--- config.mk ---
export PLATFORM = sky130hd
export DESIGN_NAME = ksp_ram
export DESIGN_NICKNAME = d
export VERILOG_FILES = /design/src/sv/ksp_ram.sv
export SDC_FILE = /design/constraint.sdc
export NUM_CORES = 2
export LEC_CHECK = 0
export ABC_AREA = 1
export BUFFER_PORTS_ARGS = -buffer_cell sky130_fd_sc_hd__clkbuf_2
export CORE_MARGIN = 2
export CORE_UTILIZATION = 35
export CTS_BUF_LIST = sky130_fd_sc_hd__clkbuf_4
export DETAILED_ROUTE_END_ITERATION = 12
export GPL_ROUTABILITY_DRIVEN = 1
export PLACE_DENSITY = 0.56
export SLEW_MARGIN = 20
export SYNTH_ARGS = -nofsm -noshare
export SYNTH_HDL_FRONTEND = slang
export SYNTH_SLANG_ARGS = --single-unit
--- constraint.sdc ---
create_clock -name clock -period 2.5 [get_ports clock]
set_clock_uncertainty 0.05 [all_clocks]
set_input_delay 0.375 -clock clock [delete_from_list [all_inputs] [get_ports clock]]
set_output_delay 0.375 -clock clock [all_outputs]
set_load 0.05 [all_outputs]
--- src/sv/ksp_ram.sv ---
// ksp_ram: generic simple dual-port ram, one write and one registered read port
// no dependencies
module ksp_ram #(
   parameter int WIDTH = 8,
   parameter int DEPTH = 256
) (
   input  logic                             clock,
   input  logic                             wr_en,
   input  logic [(DEPTH>1?$clog2(DEPTH):1)-1:0] wr_addr,
   input  logic [WIDTH-1:0]                 wr_data,
   input  logic                             rd_en,
   input  logic [(DEPTH>1?$clog2(DEPTH):1)-1:0] rd_addr,
   output logic [WIDTH-1:0]                 rd_data
);
   logic [WIDTH-1:0] mem [DEPTH];
   logic [WIDTH-1:0] rd_data_ff;

   always_ff @(posedge clock) begin
      if (wr_en) begin
         mem[wr_addr] <= wr_data;
      end
      if (rd_en) begin
         rd_data_ff <= mem[rd_addr];
      end
   end

   assign rd_data = rd_data_ff;
endmodule

Word-level counts from Yosys, hierarchy flattened
Memories as Yosys holds them, arrays and structs flattened. A register that Yosys moved wholly into a read port is not among the register bits.
Index checks and enable logic that the tools add are counted.
{"block": "classes", "mux": 2}
{"op": "1-bit 2-to-1 mux", "count": 2}
{"block": "totals", "ff_bits": 0, "ramBits": 2048, "memories": 1}
{"name": "mem", "words": 256, "word_bits": 8, "rd": 1, "rd_ports_with_merged_regs": 1, "wr": 1, "line_no": "15", "rtl": "logic [WIDTH-1:0] mem [DEPTH];"}

Longest topological paths before layout
{"block": "depth", "depth_word": 2, "depth_mapped": 15, "ltp_nobuf": 11}

Worst setup path before layout
OpenSTA, ideal clock, no wires.
{"block": "synth_path", "kind": "input port to flip-flop", "from": "in wr_en", "to": "mem mem[162][0], enable pin", "setup_time_ps": 370, "t_arrival_ps": 1496, "slack_ps": 584, "path_stages": 4, "path_cell_list": "clkbuf_1 nand3_1 clkbuf_1 nor2_1"}
{"block": "synth_via", "elab_chain_cells": 2}
{"element": "start, declared", "line_no": "8", "rtl": "input logic wr_en,"}
{"element": "1-bit 2-to-1 mux", "line_no": "19", "rtl": "if (wr_en) begin"}
{"element": "1-bit 2-to-1 mux (implied by the code)", "line_no": "20", "rtl": "mem[wr_addr] <= wr_data;"}
{"element": "end, declared", "line_no": "15"}
Every way passes these cells.

Final worst setup path
{"block": "layout_path", "from": "reg rd_data_ff[3] (netlist: rd_data[3]), read port of mem", "to": "out rd_data[3]"}
{"element": "start, declared", "line_no": "16", "rtl": "logic [WIDTH-1:0] rd_data_ff;"}
{"element": "end, declared", "line_no": "13", "rtl": "output logic [WIDTH-1:0] rd_data"}
No word-level cell between the ends.

==> metrics.sh <==
FINAL_NETS=7767
LAYOUT_COMMON_CELLS='nand2_1, edfxtp_1, nand3_1'
LEAKAGEPOWER_uW=0.03540
WORST_SLACK_NS=-0.1489
STATUS='complete, but fails checks'
CRIT_CHAIN='buf_8'
HP-CLASS='in -> reg'
WORST_SLEW_MARGIN_PCT=32.15
MULTIINPUTGATEAREA_SQ_MM=0.01916
CLK_PIN_SLEW_WORST_PATHS_NS=0.06
CTS_INSERTED_BUFFERS=546
DIE-AREA_SQ_MM=0.2424
SYN-INSTANCE-COUNT=7003
LAYOUT-DRIVE-GT1-SHARE_PCT=17.75
INITIAL_CORE_UTIL_PCT=35.13
SEQUENTIAL_CELL_AREA_FRACTION_IN_THE_YOSYS_REPORT_PCT=73.96
CORE_REGION_AREA_SQ_MM=0.2376
CLOCK_TREE.ROOT_CELL='clkbuf_4'
SYNTH_COMPOUND_GATE_AREA_SHARE_PCT=0
FINAL-MAX-SLEW-VIOLATION-COUNT=0
TOT_GR_TRACK_USE_PCT=20.30
FAILED_CHECKS='negative setup slack'
ROUTED_WL_MICRONS=250800
ROWS=179
CTS_BUFFER_DEPTH=4
CPMAXSTAGEDELAYCELL='edfxtp_1'
SYN_TO_FINAL_GROWTH_PCT=17.71
FINALHOLDVIOLCOUNT=0
SYNTHXORXNORAREAFRAC_PCT=0
LARGEST_NET_DEGREE_AT_THE_START_OF_GLOBAL_ROUTING=109
STARTPOINT_TYPE='flip-flop'
PWR_DENSITY_mW_PER_MM2=720.6
CRITPATHCAPTURETYPE='output port'
TIMING.CRITICAL_PATH.FANOUT_MAX=1
YS_FF_LATCH=2056
POWER.TOTAL_uW=70810
FILLCELLCOUNT=22255
CRIT_TYPE='reg -> out'
GRT_ANTENNA_BEFORE_REPAIR=10
DP_WORST_SETUP_SLACK_NS=-0.3623
FLOORPLAN.DIE.WIDTH_MICRONS=492.4
WORST_SKEW_PAIR.LATE_LATENCY_NS=1.41
POST_CTS.REPAIR.SETUP_BUFFERS=0
DR.PASS1.ITERS=6
WORST-SLEW-PIN-TRANSITION_NS=1.014
WORST-ENDPOINT-REQUIRED_NS=2.08
SYNTH.DISTINCT_CELLS=13
TOTAL_CONGESTION_OVERFLOW_AFTER_GLOBAL_ROUTING=0
TOP_CELL_FAMILY_BY_DELAY_ON_THE_CRITICAL_PATH='flip-flops'
MAXIMUM_VDD_DROP_V=0.0005776
RSZ_0062_RAISED_AFTER_GLOBAL_ROUTING='true'
SYNTH.MUX.AREA_FRACTION_PCT=0
SYN_AREA_SQ_MM=0.08348
CP_DATA_ARRIVAL_TIME_NS=2.22
MAX-CAP-VIOLATIONS=0
MOST_COMMON_LIBRARY_CELL_IN_THE_LAYOUT_IGNORING_FILL_AND_TAPS='nand2_1'
SYNTH.NET_COUNT=7030
IO_PINS=35
SYNTH-ADDER-AREA-SHARE_PCT=0
CRITPATHBUFINV=1
LAYOUT_WORST_PATH_CYCLE_SHARE_PCT=106.0
VIAS_IN_THE_FIRST_GLOBAL_ROUTE=56763
CTS_NUM_SINKS=2056
CTS_TREE='yes'
DRT_ITER0_MARKERS=5742
WIRE_PER_INST_MICRONS=22.29
AVGSYNTHCELLAREA_SQ_UM=11.92
ANTENNA_LEFT=0
SEQUENTIAL_CELL_AREA_SQ_MM=0.06174
POSTPLACECELLAREA_SQ_MM=0.09128
LARGEST_FAMILY_OF_LOGIC_CELLS_BY_SYNTHESIZED_AREA='simple AND/OR/NAND/NOR gates'
DESIGN_AREA_SQ_MM=0.09826
SETUP_VIOL=4
DRT_DRC_VIOLATIONS_LEFT=0
DETAILED_ROUTE_VIA_COUNT=57846
FRACTION_OF_THE_MAPPED_NETLIST_AREA_IN_SIMPLE_LOGIC_GATES_PCT=22.92
MAXIMUM_CELL_STAGE_DELAY_ALONG_THE_CRITICAL_PATH_NS=0.63
ROUTED_VIA_DENSITY=5.141
TIMING.FMAX_MHz=377.5
HPWLAFTERDP_MICRONS=151200
PLACE.GP.CONGESTION=0.8928
FINAL_PERIOD_MINUS_WORST_SETUP_SLACK_NS=2.649
PLACEMENT.IO_BUFFERS=34
YOSYS_WARNINGS=0
GRT_FIRST_PASS_WIRELENGTH_MICRONS=368200
HTREEDEPTH=6
DIE_Y_MICRONS=492.4
## state kept, by name (all words and copies together), names as in the netlist
name and count:
mem 2048, rd_data 8
## worst min-delay path: cells and delay by family
family / cells / cell delay (ns)
buffers and inverters: 2 / 0.18
and+or+nand+nor: 9 / 0.89
## metal layers
| layer | share of wire, % | track usage, % | up-vias |
|---|---|---|---|
| met5 | 0 | 0 | - |
| li1 | - | - | 26674 |
| met1 | 41 | 26.80 | 28306 |
| met3 | 7.4 | 3.814 | 467 |
| met4 | 3.8 | 8.589 | 0 |
| met2 | 48 | 32.82 | 2399 |
## per-stage QoR
stage | setup TNS (ns) | util [%] | hold WS (ns) | std cells
after floorplan | 0 | - | 0.4239 | 7003
after global placement | -2.181 | 38.41 | 0.7217 | 10310
after detailed placement | -2.111 | 38.41 | 0.7201 | 10310
after CTS | -1.210 | 41.35 | 0.0002646 | 11251
after global routing | -0.5063 | 41.35 | 0.05758 | 11250
final | -0.1677 | 41.35 | 0.1144 | 11252
## kinds of logic (layout without fill, tap and decap cells)
logic type	after synthesis	in the layout
AND/OR/NAND/NOR	4425	4425
flip-flops	2056	2056
other	0	4
buffers and inverters	522	1600
## path summary, 6_finish.rpt
| kind | from | endpoint | slack (ns) | cells past startpoint |
|---|---|---|---|---|
| worst max register to register | mem[231][4]$_DFFE_PP_ | rd_data[4]$_DFFE_PP_ | 0.13 | 12 |
| worst min-delay path | rd_addr[1] | rd_data[4]$_DFFE_PP_ | 0.11 | 11 |
| worst min register to register | mem[26][6]$_DFFE_PP_ | rd_data[6]$_DFFE_PP_ | 1.03 | 10 |
| worst max-delay path | rd_data[3]$_DFFE_PP_ | rd_data[3] | -0.15 | 1 |
## area by class of cell
cell class,instances,area share (%)
timing repair buffer,672,7.000
clock inverter,128,0.6214
inverter,39,0.1834
multi-input combinational,4425,19.50
antenna,4,0.01019
sequential,2056,62.83
tap,3167,4.033
clock buffer,761,5.814
## power breakdown
part	internal (uW)	total, uW	leakage, uW	switching, uW
combinational	1470	5070	0.0131	3600
clock	14300	27700	0.00380	13400
sequential	38000	38000	0.0185	36.4
## Yosys cell counts, drive strengths merged
cell type / number / area, sq um
inv: 39 / 148.9
nand2: 2123 / 7969
nor2: 283 / 1062
buf: 371 / 2032
edfxtp: 2056 / 61740
clkbuf: 112 / 420.4
nand3: 2019 / 10100
## what timing repair did
item | in CTS | in global routing
endpoints found under the setup margin | 8 | 17
hold endpoints to repair | 3644 | 0
hold buffers | 52 | 0
gates resized for setup | 16 | 12
Note: power is estimated with default switching activity, not from simulation.
